===== config.mk =====
export PLATFORM = sky130hd
export DESIGN_NAME = integer_to_word_tokens_core
export DESIGN_NICKNAME = d
export VERILOG_FILES = /design/src/iwt_pkg.sv /design/src/iwt_ucode_rom.sv /design/src/iwt_datapath.sv /design/src/integer_to_word_tokens_core.sv
export SDC_FILE = /design/constraint.sdc
export NUM_CORES = 1
export LEC_CHECK = 0
export BUFFER_PORTS_ARGS = -buffer_cell sky130_fd_sc_hd__buf_4
export CAP_MARGIN = 20
export CORE_UTILIZATION = 55
export CTS_CLUSTER_SIZE = 20
export DETAILED_ROUTE_END_ITERATION = 7
export PLACE_DENSITY = 0.77
export SLEW_MARGIN = 20
export SYNTH_ARGS = -nofsm -noshare
export SYNTH_HDL_FRONTEND = slang
export SYNTH_HIERARCHICAL = 1
export SYNTH_SLANG_ARGS = --single-unit

===== constraint.sdc =====
create_clock -name i_clk -period 18.83 [get_ports i_clk]
set_input_delay 0.9415 -clock i_clk [delete_from_list [all_inputs] [get_ports i_clk]]
set_output_delay 0.9415 -clock i_clk [all_outputs]
set_load 0.02 [all_outputs]

===== src/iwt_pkg.sv =====
// integer_to_word_tokens shared definitions: word codes, divider constants,
// microcode control word, step labels and datapath status
// no dependencies
`timescale 1ns / 1ps
`default_nettype none

package iwt_pkg;

    localparam int STEP_W = 5;

    localparam logic [4:0] W_CODE_ZERO       = 5'd0;
    localparam logic [4:0] W_CODE_TENS_BASE  = 5'd18;
    localparam logic [4:0] W_CODE_HUNDRED    = 5'd28;
    localparam logic [4:0] W_CODE_SCALE_BASE = 5'd28;

    // floor(v / 1000) = (v * DIV_RECIP) >> DIV_SHIFT, exact for v < 2^31
    localparam logic [31:0] DIV_RECIP  = 32'd2199023256;
    localparam int          DIV_SHIFT  = 41;
    localparam logic [9:0]  GRP_BASE   = 10'd1000;
    // floor(g / 100) for g < 1000, floor(r / 10) for r < 100
    localparam logic [15:0] HUND_RECIP = 16'd41;
    localparam int          HUND_SHIFT = 12;
    localparam logic [9:0]  HUND_BASE  = 10'd100;
    localparam logic [14:0] TENS_RECIP = 15'd205;
    localparam int          TENS_SHIFT = 11;
    localparam logic [6:0]  TENS_BASE  = 7'd10;
    localparam logic [6:0]  TEEN_LIMIT = 7'd20;

    typedef enum logic [3:0] {
        OP_NOP,
        OP_WAIT,
        OP_DIV_MUL,
        OP_DIV_REM,
        OP_LD_HUND,
        OP_LD_REST,
        OP_LD_TENS,
        OP_DEC_GI,
        OP_EMIT,
        OP_FLUSH
    } t_op;

    typedef enum logic [2:0] {
        W_ZERO,
        W_HUND,
        W_HUNDRED,
        W_REST,
        W_TENS,
        W_ONES,
        W_SCALE
    } t_wsel;

    typedef enum logic [3:0] {
        C_NEVER,
        C_ALWAYS,
        C_VAL_ZERO,
        C_GI_NOT2,
        C_GRP_ZERO,
        C_HUND_ZERO,
        C_REST_ZERO,
        C_REST_GE20,
        C_ONES_ZERO,
        C_GI_ZERO
    } t_cond;

    typedef struct packed {
        t_op               op;
        t_wsel             wsel;
        t_cond             cond;
        logic [STEP_W-1:0] target;
    } t_uop;

    typedef struct packed {
        logic val_zero;
        logic gi_two;
        logic gi_zero;
        logic grp_zero;
        logic hund_zero;
        logic rest_zero;
        logic rest_ge20;
        logic ones_zero;
    } t_status;

    localparam logic [STEP_W-1:0] S_IDLE   = 5'd0;
    localparam logic [STEP_W-1:0] S_ZCHK   = 5'd1;
    localparam logic [STEP_W-1:0] S_DMUL   = 5'd2;
    localparam logic [STEP_W-1:0] S_DREM   = 5'd3;
    localparam logic [STEP_W-1:0] S_GRP    = 5'd4;
    localparam logic [STEP_W-1:0] S_HUND   = 5'd5;
    localparam logic [STEP_W-1:0] S_REST   = 5'd6;
    localparam logic [STEP_W-1:0] S_EHUND  = 5'd7;
    localparam logic [STEP_W-1:0] S_EHDR   = 5'd8;
    localparam logic [STEP_W-1:0] S_TENS   = 5'd9;
    localparam logic [STEP_W-1:0] S_RCHK   = 5'd10;
    localparam logic [STEP_W-1:0] S_ETEEN  = 5'd11;
    localparam logic [STEP_W-1:0] S_ETENS  = 5'd12;
    localparam logic [STEP_W-1:0] S_EONES  = 5'd13;
    localparam logic [STEP_W-1:0] S_SCHK   = 5'd14;
    localparam logic [STEP_W-1:0] S_ESCALE = 5'd15;
    localparam logic [STEP_W-1:0] S_NCHK   = 5'd16;
    localparam logic [STEP_W-1:0] S_NEXT   = 5'd17;
    localparam logic [STEP_W-1:0] S_FLUSH  = 5'd18;
    localparam logic [STEP_W-1:0] S_EZERO  = 5'd19;

endpackage

`default_nettype wire


===== src/iwt_ucode_rom.sv =====
// microcode program: one control word per step, with jump condition and target
// depends on iwt_pkg
`timescale 1ns / 1ps
`default_nettype none

module iwt_ucode_rom (
    input  logic [iwt_pkg::STEP_W-1:0] i_step,
    output iwt_pkg::t_uop              o_uop
);
    import iwt_pkg::*;

    always_comb begin
        case (i_step)
            S_IDLE:   o_uop = '{OP_WAIT,    W_ZERO,    C_NEVER,     S_IDLE};
            S_ZCHK:   o_uop = '{OP_NOP,     W_ZERO,    C_VAL_ZERO,  S_EZERO};
            S_DMUL:   o_uop = '{OP_DIV_MUL, W_ZERO,    C_NEVER,     S_IDLE};
            S_DREM:   o_uop = '{OP_DIV_REM, W_ZERO,    C_GI_NOT2,   S_DMUL};
            S_GRP:    o_uop = '{OP_NOP,     W_ZERO,    C_GRP_ZERO,  S_NCHK};
            S_HUND:   o_uop = '{OP_LD_HUND, W_ZERO,    C_NEVER,     S_IDLE};
            S_REST:   o_uop = '{OP_LD_REST, W_ZERO,    C_HUND_ZERO, S_TENS};
            S_EHUND:  o_uop = '{OP_EMIT,    W_HUND,    C_NEVER,     S_IDLE};
            S_EHDR:   o_uop = '{OP_EMIT,    W_HUNDRED, C_NEVER,     S_IDLE};
            S_TENS:   o_uop = '{OP_LD_TENS, W_ZERO,    C_REST_ZERO, S_SCHK};
            S_RCHK:   o_uop = '{OP_NOP,     W_ZERO,    C_REST_GE20, S_ETENS};
            S_ETEEN:  o_uop = '{OP_EMIT,    W_REST,    C_ALWAYS,    S_SCHK};
            S_ETENS:  o_uop = '{OP_EMIT,    W_TENS,    C_ONES_ZERO, S_SCHK};
            S_EONES:  o_uop = '{OP_EMIT,    W_ONES,    C_NEVER,     S_IDLE};
            S_SCHK:   o_uop = '{OP_NOP,     W_ZERO,    C_GI_ZERO,   S_FLUSH};
            S_ESCALE: o_uop = '{OP_EMIT,    W_SCALE,   C_NEVER,     S_IDLE};
            S_NCHK:   o_uop = '{OP_NOP,     W_ZERO,    C_GI_ZERO,   S_FLUSH};
            S_NEXT:   o_uop = '{OP_DEC_GI,  W_ZERO,    C_ALWAYS,    S_GRP};
            S_FLUSH:  o_uop = '{OP_FLUSH,   W_ZERO,    C_ALWAYS,    S_IDLE};
            S_EZERO:  o_uop = '{OP_EMIT,    W_ZERO,    C_ALWAYS,    S_FLUSH};
            default:  o_uop = '{OP_NOP,     W_ZERO,    C_ALWAYS,    S_IDLE};
        endcase
    end

endmodule

`default_nettype wire


===== src/iwt_datapath.sv =====
// datapath: base-1000 group split by reciprocal multiply, digit extraction,
// word code selection and status flags for the sequencer
// depends on iwt_pkg
`timescale 1ns / 1ps
`default_nettype none

module iwt_datapath (
    input  logic            i_clk,
    input  logic            i_load,
    input  logic [30:0]     i_value,
    input  logic            i_adv,
    input  iwt_pkg::t_op    i_op,
    input  iwt_pkg::t_wsel  i_wsel,
    output logic [4:0]      o_word,
    output iwt_pkg::t_status o_status
);
    import iwt_pkg::*;

    logic [30:0] r_val;
    logic [62:0] r_prod;
    logic [9:0]  r_grp [4];
    logic [1:0]  r_gi;
    logic [3:0]  r_hund;
    logic [6:0]  r_rest;
    logic [3:0]  r_tens;

    logic [9:0]  grp;
    logic [21:0] quo;
    logic [31:0] quo_x1000;
    logic [9:0]  rem;
    logic [15:0] hund_p;
    logic [9:0]  hund_x100;
    logic [6:0]  rest_n;
    logic [14:0] tens_p;
    logic [6:0]  tens_x10;
    logic [3:0]  ones;

    always_comb begin
        grp       = r_grp[r_gi];
        quo       = r_prod[62:DIV_SHIFT];
        quo_x1000 = 32'(quo) * 32'(GRP_BASE);
        rem       = r_val[9:0] - quo_x1000[9:0];
        hund_p    = 16'(grp) * HUND_RECIP;
        hund_x100 = 10'(r_hund) * HUND_BASE;
        rest_n    = 7'(grp - hund_x100);
        tens_p    = 15'(r_rest) * TENS_RECIP;
        tens_x10  = 7'(r_tens) * TENS_BASE;
        ones      = 4'(r_rest - tens_x10);
    end

    always_ff @(posedge i_clk) begin
        if (i_load) begin
            r_val <= i_value;
            r_gi  <= '0;
        end else if (i_adv) begin
            case (i_op)
                OP_DIV_MUL: r_prod <= 63'(r_val) * 63'(DIV_RECIP);
                OP_DIV_REM: begin
                    r_grp[r_gi]        <= rem;
                    r_grp[r_gi + 2'd1] <= quo[9:0];
                    r_val              <= 31'(quo);
                    r_gi               <= r_gi + 2'd1;
                end
                OP_LD_HUND: r_hund <= 4'(hund_p >> HUND_SHIFT);
                OP_LD_REST: r_rest <= rest_n;
                OP_LD_TENS: r_tens <= 4'(tens_p >> TENS_SHIFT);
                OP_DEC_GI:  r_gi   <= r_gi - 2'd1;
                default: ;
            endcase
        end
    end

    always_comb begin
        case (i_wsel)
            W_ZERO:    o_word = W_CODE_ZERO;
            W_HUND:    o_word = 5'(r_hund);
            W_HUNDRED: o_word = W_CODE_HUNDRED;
            W_REST:    o_word = 5'(r_rest);
            W_TENS:    o_word = W_CODE_TENS_BASE + 5'(r_tens);
            W_ONES:    o_word = 5'(ones);
            W_SCALE:   o_word = W_CODE_SCALE_BASE + 5'(r_gi);
            default:   o_word = W_CODE_ZERO;
        endcase
    end

    always_comb begin
        o_status.val_zero  = (r_val == '0);
        o_status.gi_two    = (r_gi == 2'd2);
        o_status.gi_zero   = (r_gi == 2'd0);
        o_status.grp_zero  = (grp == '0);
        o_status.hund_zero = (r_hund == '0);
        o_status.rest_zero = (r_rest == '0);
        o_status.rest_ge20 = (r_rest >= TEEN_LIMIT);
        o_status.ones_zero = (ones == '0);
    end

endmodule

`default_nettype wire


===== src/integer_to_word_tokens_core.sv =====
// top level: microcode step counter, jump logic, one-word lookahead and output register
// depends on iwt_pkg, iwt_ucode_rom, iwt_datapath
`timescale 1ns / 1ps
`default_nettype none

// Spells a 31-bit value as English word codes, most significant word first, one word
// per output transfer, with o_last on the final word. A microcode sequencer runs one
// step per cycle while the output side does not stall an emit or flush: three
// multiply/remainder passes split the value into base-1000 groups, then each group
// takes up to thirteen steps to emit its words. A value is taken only while the
// sequencer sits in its idle step, so the next value is accepted only after the flush
// of the previous run, later still while the output side stalls. Each word waits in
// the pending register until the next word or the flush, so the last can be marked.
module integer_to_word_tokens_core (
    input  logic        i_clk,
    input  logic        i_rst_n,
    input  logic        i_valid,
    output logic        o_ready,
    input  logic [30:0] i_value,
    output logic        o_valid,
    input  logic        i_ready,
    output logic [4:0]  o_word,
    output logic        o_last
);
    import iwt_pkg::*;

    logic [STEP_W-1:0] r_step;
    logic [STEP_W-1:0] n_step;
    logic              r_pend_v;
    logic [4:0]        r_pend;
    logic              r_out_v;
    logic [4:0]        r_out_word;
    logic              r_out_last;

    t_uop    uop;
    t_status status;
    logic [4:0] dp_word;
    logic cond_true;
    logic is_emit;
    logic is_flush;
    logic out_free;
    logic adv;
    logic push;
    logic load;

    iwt_ucode_rom u_rom (
        .i_step (r_step),
        .o_uop  (uop)
    );

    iwt_datapath u_dp (
        .i_clk    (i_clk),
        .i_load   (load),
        .i_value  (i_value),
        .i_adv    (adv),
        .i_op     (uop.op),
        .i_wsel   (uop.wsel),
        .o_word   (dp_word),
        .o_status (status)
    );

    always_comb begin
        case (uop.cond)
            C_NEVER:     cond_true = 1'b0;
            C_ALWAYS:    cond_true = 1'b1;
            C_VAL_ZERO:  cond_true = status.val_zero;
            C_GI_NOT2:   cond_true = !status.gi_two;
            C_GRP_ZERO:  cond_true = status.grp_zero;
            C_HUND_ZERO: cond_true = status.hund_zero;
            C_REST_ZERO: cond_true = status.rest_zero;
            C_REST_GE20: cond_true = status.rest_ge20;
            C_ONES_ZERO: cond_true = status.ones_zero;
            C_GI_ZERO:   cond_true = status.gi_zero;
            default:     cond_true = 1'b0;
        endcase
    end

    always_comb begin
        is_emit  = (uop.op == OP_EMIT);
        is_flush = (uop.op == OP_FLUSH);
        out_free = !r_out_v || i_ready;
        o_ready  = (uop.op == OP_WAIT);
        load     = i_valid && o_ready;
        if (uop.op == OP_WAIT) begin
            adv = i_valid;
        end else begin
            adv = !((is_emit || is_flush) && r_pend_v && !out_free);
        end
        push = adv && r_pend_v && (is_emit || is_flush);
    end

    always_comb begin
        if (!adv) begin
            n_step = r_step;
        end else if (cond_true) begin
            n_step = uop.target;
        end else begin
            n_step = r_step + STEP_W'(1);
        end
    end

    always_ff @(posedge i_clk) begin
        if (!i_rst_n) begin
            r_step   <= S_IDLE;
            r_pend_v <= 1'b0;
            r_out_v  <= 1'b0;
        end else begin
            r_step <= n_step;
            if (adv && is_emit) begin
                r_pend_v <= 1'b1;
            end else if (adv && is_flush) begin
                r_pend_v <= 1'b0;
            end
            if (push) begin
                r_out_v <= 1'b1;
            end else if (i_ready) begin
                r_out_v <= 1'b0;
            end
        end
    end

    always_ff @(posedge i_clk) begin
        if (adv && is_emit) begin
            r_pend <= dp_word;
        end
        if (push) begin
            r_out_word <= r_pend;
            r_out_last <= is_flush;
        end
    end

    assign o_valid = r_out_v;
    assign o_word  = r_out_word;
    assign o_last  = r_out_last;

`ifndef SYNTHESIS
    a_idle_no_pending: assert property (@(posedge i_clk) disable iff (!i_rst_n)
        o_ready |-> !r_pend_v)
        else $error("pending word left over at idle");

    a_step_in_program: assert property (@(posedge i_clk) disable iff (!i_rst_n)
        r_step <= S_EZERO)
        else $error("step counter outside program");

    a_flush_marks_last: assert property (@(posedge i_clk) disable iff (!i_rst_n)
        (adv && is_flush) |=> (r_out_v && r_out_last && r_step == S_IDLE))
        else $error("flush did not send a last word");

    a_emit_fills_pending: assert property (@(posedge i_clk) disable iff (!i_rst_n)
        (adv && is_emit) |=> r_pend_v)
        else $error("emitted word not held");
`endif

endmodule

`default_nettype wire


**Word-level counts from Yosys, hierarchy flattened**

Memories as Yosys holds them, arrays and structs flattened. A register that Yosys moved wholly into a read port is not among the register bits.
Index checks and enable logic that the tools add are counted.

- Register bits after elaboration: 126
- Memory bits (writable): 40
- Bits in read-only memories: 512
- Input bits: 35
- Memories: 2

Memories:

| name | words | width | read ports | clocked after memory_dff | wr ports | RTL line | RTL |
|---|---|---|---|---|---|---|---|
| (name not given) | 32 | 16 | 1 | 1 | 0 | iwt_ucode_rom.sv:13 | `case (i_step)` |
| u_dp.r_grp | 4 | 10 | 1 | 1 | 2 | iwt_datapath.sv:21 | `logic [9:0] r_grp [4];` |

- $add $sub $neg: 8
- Multiply operators: 6
- Order comparisons: 1
- Eq/ne operators: 25
- Multiplexer cells: 20
- Bitwise operators: 1
- Reductions and logical operators: 30

Operators with widths:

| operator | number |
|---|---|
| $mux 31 | 3 |
| $mul 31x29->60 const B | 1 |
| $eq 4x3->1 const B | 8 |
| $logic_not 31->1 | 1 |
| $pmux 5 s6 | 1 |
| $mul 22x7->7 const B | 1 |
| $eq 4x2->1 const B | 4 |
| $eq 4x4->1 const B | 4 |
| $mul 10x6->16 const B | 1 |
| $mul 7x8->15 const B | 1 |
| $mux 5 | 3 |
| $reduce_and 3->1 | 4 |
| $logic_not 10->1 | 1 |
| $reduce_bool 2->1 | 5 |
| $sub 10x10->10 | 1 |
| $eq 3x3->1 const B | 3 |
| $mux 1 | 9 |
| $pmux 1 s9 | 1 |
| $eq 4x1->1 const B | 2 |
| $logic_not 4->1 | 2 |
| $ge 7x5->1 const B | 1 |
| $logic_and 1x1->1 | 7 |
| $logic_not 7->1 | 1 |
| $sub 7x7->7 | 1 |
| other kinds (18) | 25 |

**Depth between registers and ports, before layout**

- Depth after elaboration: 9
- Depth in mapped cells: 24

**Modules after synthesis**

Netlist, hierarchy kept.

By module, submodules not included:

| module | instances | cells an instance | area an instance (µm²) | seq. area each (µm²) |
|---|---|---|---|---|
| iwt_datapath | 1 | 2029 | 21505.6 | 3323.2 |
| integer_to_word_tokens_core | 1 | 77 | 863.3 | 470.5 |
| iwt_ucode_rom | 1 | 66 | 480.5 | 0.0 |

**Least setup slack after synthesis**

OpenSTA, ideal clock, no wires.

- Path kind: reg-to-reg
- From: register u_dp.r_val[22]
- To: register u_dp.r_prod[49] (data pin)
- Library setup time: 0.260 ns
- Arrival time: 6.330 ns
- Data required time: 18.570 ns
- Path slack: 12.240 ns
- Stages on the path, launching flop included: 25
- Cells stage by stage: edfxtp_1 > inv_1 > ha_1 > fa_1 > fa_1 > inv_1 > fa_1 > inv_1 > fa_1 > inv_1 > fa_1 > inv_1 > fa_1 > inv_1 > fa_1 > inv_1 > ha_1 > nand3_1 > or3_1 > nor2_1 > and4b_1 > a211oi_1 > o31ai_1 > a21oi_1 > xnor2_1

- Word-level cells in the longest chain between the ends: 1

Ends and longest elaborated chain:

| element | RTL line | RTL |
|---|---|---|
| start: declaration | iwt_datapath.sv:19 | `logic [30:0] r_val;` |
| start signal: assignment | iwt_datapath.sv:53 | `r_val <= i_value;` |
| start signal: assignment | iwt_datapath.sv:61 | `r_val <= 31'(quo);` |
| $mul 31x29->60 | iwt_datapath.sv:57 | `OP_DIV_MUL: r_prod <= 63'(r_val) * 63'(DIV_RECIP);` |
| end signal: assignment | iwt_datapath.sv:57 |  |
| end: declaration | iwt_datapath.sv:20 | `logic [62:0] r_prod;` |

Every way passes these cells.
A chain may end at the register's enable or synchronous reset.

**Worst setup path after layout**

- From: register u_dp.r_val[11]
- To: register u_dp.r_prod[61] (data pin)

Same word-level chain as after synthesis.

==> impl_results.md <==
- Grt ovf: 0
- Layout cells sized above 1: 0.0636
- DR WL/cell: 19.8 um
- Ports: 43
- Post-Syn Nets: 3026
- CP dominant cell by count: fa_1
- Rel. slew slack: 0.276
- Max Clk Rate: 126 MHz
- First-pass GRT wire length: 88300 um
- CP startpoint kind: register
- Unrepaired setup endpoints after global routing: false
- Pre-CTS setup slack: 11100 ps
- WHS Path Cells: 0
- Post-synthesis area per instance: 10.5 sq um
- Max_cap viols: 0
- Via density: 5.62
- H-tree depth: 4
- CTS tree: done
- Initial DRC Count: 969
- Worst-path clk slew: 60 ps
- Gr usage total: 0.276
- Final non-filler cell total: 2763
- Area grow syn2layout: 6.63%
- Run status: finished clean
- GR Util met1: 0.334
- Critical path cell sequence: inv_1 > ha_1 > fa_1 > fa_1 > inv_1 > fa_1 > inv_1 > fa_1 > fa_1 > fa_1 > inv_1 > fa_1 > inv_1 > ha_1 > a21oi_1 > o21ai_1 > nor3_1 > and4b_1 > a21oi_1 > o21bai_1 > o31ai_1 > xnor2_1
- Kind of critical path: reg2reg
- Vias in the first global route: 17.1k
- Yosys cell types: 80
- Antenna-violating nets left: 0
- Post-synth EDFFs: 119
- Ant. Diodes: 0
- Post-CTS setup buffer count: 0
- DIE WIDTH: 206 um
- Starting Density: 0.558
- Count of final max-slew check failures: 0
- Clock skew: 13.6 ps
- Total Wirelength: 54800 um
- Full die area: 42400 sq um
- Setup TNS: 0 ps
- Worst Setup End Kind: register
- Via count: 15.5k
- Type of the worst min-delay path: reg2reg
- Post-layout min period: 7950 ps
- Final nets: 3073
- Post-synthesis cell area: 22800 sq um
- R2R depth: 22
- Detailed placer's ending HPWL: 46400 um
- Top Usage Layer GRT: met2
- Delay-heaviest family, CP: adder cells
- Chip height: 206 um
- CTS hold repair buffers: 0
- CP max FO: 10
- Critical path arrival: 8130 ps
- Async set or reset register ratio after synthesis: 0
- Seq/Total Area, Yosys: 0.166
- Num CTS Buffers: 17
- Clock latency on the worst-skew pair: 450 ps
- Worst Max-Slew Pin Slew: 1080 ps
- Setup ws final: 10880 ps
- Hold path startpoint: r_pend[2]
- Slowest-stage cell, CP: edfxtp_1
- Largest net degree at the start of global routing: 40
- Core Area: 40900 sq um
- Worst r2r src: u_dp/r_val[11]
- RePlAce Congestion: 1.03
- Final Cycle Share: 0.422
- Top FF cell, synth: edfxtp_1
- Final setup viols: 0
- Placed cell count: 2732
- Initial antenna violation count: 0
- Crit path launch: u_dp/r_val[11]
- CP peak stage delay: 700 ps
- Clk buf depth: 2
- Post-Synthesis Cells: 2172
- Met2 Use GR: 0.489
- Required @ worst endpoint: 19010 ps
- Drt first pass iters: 5
- CTS Root Cell: clkbuf_16
- Rows: 74
- CTS resizes: 0
- CTS Sinks: 130
- Worst path buffer plus inverter count: 5
- Count of input and output buffers: 42
- Final hold violations: 0
- DR DRC count: 0
- Met3 global-route usage: 0.0417
- FF+latch count, synth: 130
- Crit. path cell count: 22
- YS warnings: 6
## worst register-to-register path, cell delays in order (launching register included)
cell,delay (ps)
edfxtp_1,700
inv_1,270
ha_1,390
fa_1,400
fa_1,490
inv_1,50
fa_1,480
inv_1,60
fa_1,490
fa_1,460
fa_1,560
inv_1,60
fa_1,530
inv_1,40
ha_1,330
a21oi_1,140
o21ai_1,140
nor3_1,630
and4b_1,320
a21oi_1,460
o21bai_1,220
o31ai_1,370
xnor2_1,100
## stage by stage
step	area (sq um)	utilization	hold slack (ps)
after floorplan	22800	-	400
after global placement	23800	0.581	405
after detailed placement	23800	0.581	405
after CTS	24400	0.595	412
after global routing	24400	0.595	427
final	24400	0.595	411
## state kept, by name, summed over array words and instances, names as in the netlist, named ones only
name	flops
o_valid	1
r_step	5
u_dp/r_tens	4
o_word	5
o_last	1
u_dp/r_prod	22
u_dp/r_hund	4
r_pend_v	1
u_dp/r_grp	40
u_dp/r_val	31
u_dp/r_rest	7
u_dp/r_gi	2
r_pend	5
## path summary, 6_finish.rpt
path | slack, ps | end
worst max-delay path | 10880 | u_dp/r_prod[61]
worst min register to register | 410 | o_word[2]
worst max register to register | 10880 | u_dp/r_prod[61]
worst min-delay path | 410 | o_word[2]
## logic make-up (layout without fill, tap and decap cells)
logic type,count (synthesis),after routing,share of synthesized area
buffers and inverters,630,689,0.104
muxes,65,65,0.0371
xor gates and xnor gates,51,51,0.0195
AOI/OAI and AO/OA,246,246,0.0714
adders and majority gates,819,819,0.549
DFF,130,130,0.166
and+or+nand+nor,231,231,0.0528
## cells in the mapped netlist (all sizes together) (21+ instances only)
library cell,n,share of area
a21oi,72,0.016
a21o,34,0.011
xnor2,37,0.014
ha,514,0.28
nand3,21,0.0046
fa,305,0.27
o21ai,45,0.0099
nor2,44,0.0072
mux2,45,0.022
nand2,59,0.0097
edfxtp,119,0.16
inv,611,0.10
## cell usage in the layout (no fill, tap or decap), types with 11 or more instances in the layout
| cell type | instances |
|---|---|
| inv_1 | 610 |
| ha_1 | 514 |
| fa_1 | 305 |
| edfxtp_1 | 119 |
| a21oi_1 | 71 |
| nand2_1 | 59 |
| buf_4 | 47 |
| nor2_1 | 44 |
| mux2_2 | 44 |
| o21ai_0 | 37 |
| xnor2_1 | 37 |
| a21o_1 | 34 |
| nand3_1 | 21 |
| clkbuf_16 | 17 |
| xor2_1 | 14 |
| o21a_1 | 13 |
| and2_1 | 11 |
| nor2b_1 | 11 |
| dfxtp_1 | 11 |
| a211oi_1 | 11 |
| nor3_1 | 11 |
| nand2b_1 | 11 |
## layer usage
layer | up-vias | share of wire | routed length [um]
met5 | - | 0 | 0
met2 | 488 | 0.50 | 27300
li1 | 7178 | - | -
met3 | 151 | 0.056 | 3050
met4 | 0 | 0.044 | 2420
met1 | 7708 | 0.40 | 22000
## final cells by class
type                            count  area, sq um
Tap cell                          532          666
Sequential cell                   130         3790
Fill cell                        3411        16600
Timing Repair Buffer               47          353
Clock buffer                       17          425
Multi-Input combinational cell   1412        16700
Inverter                          611         2290
Clock inverter                     14          140
Power is left out: the tool's default activity adds up to more than one toggle a clock period on the data nets, which glitch-free logic cannot reach.
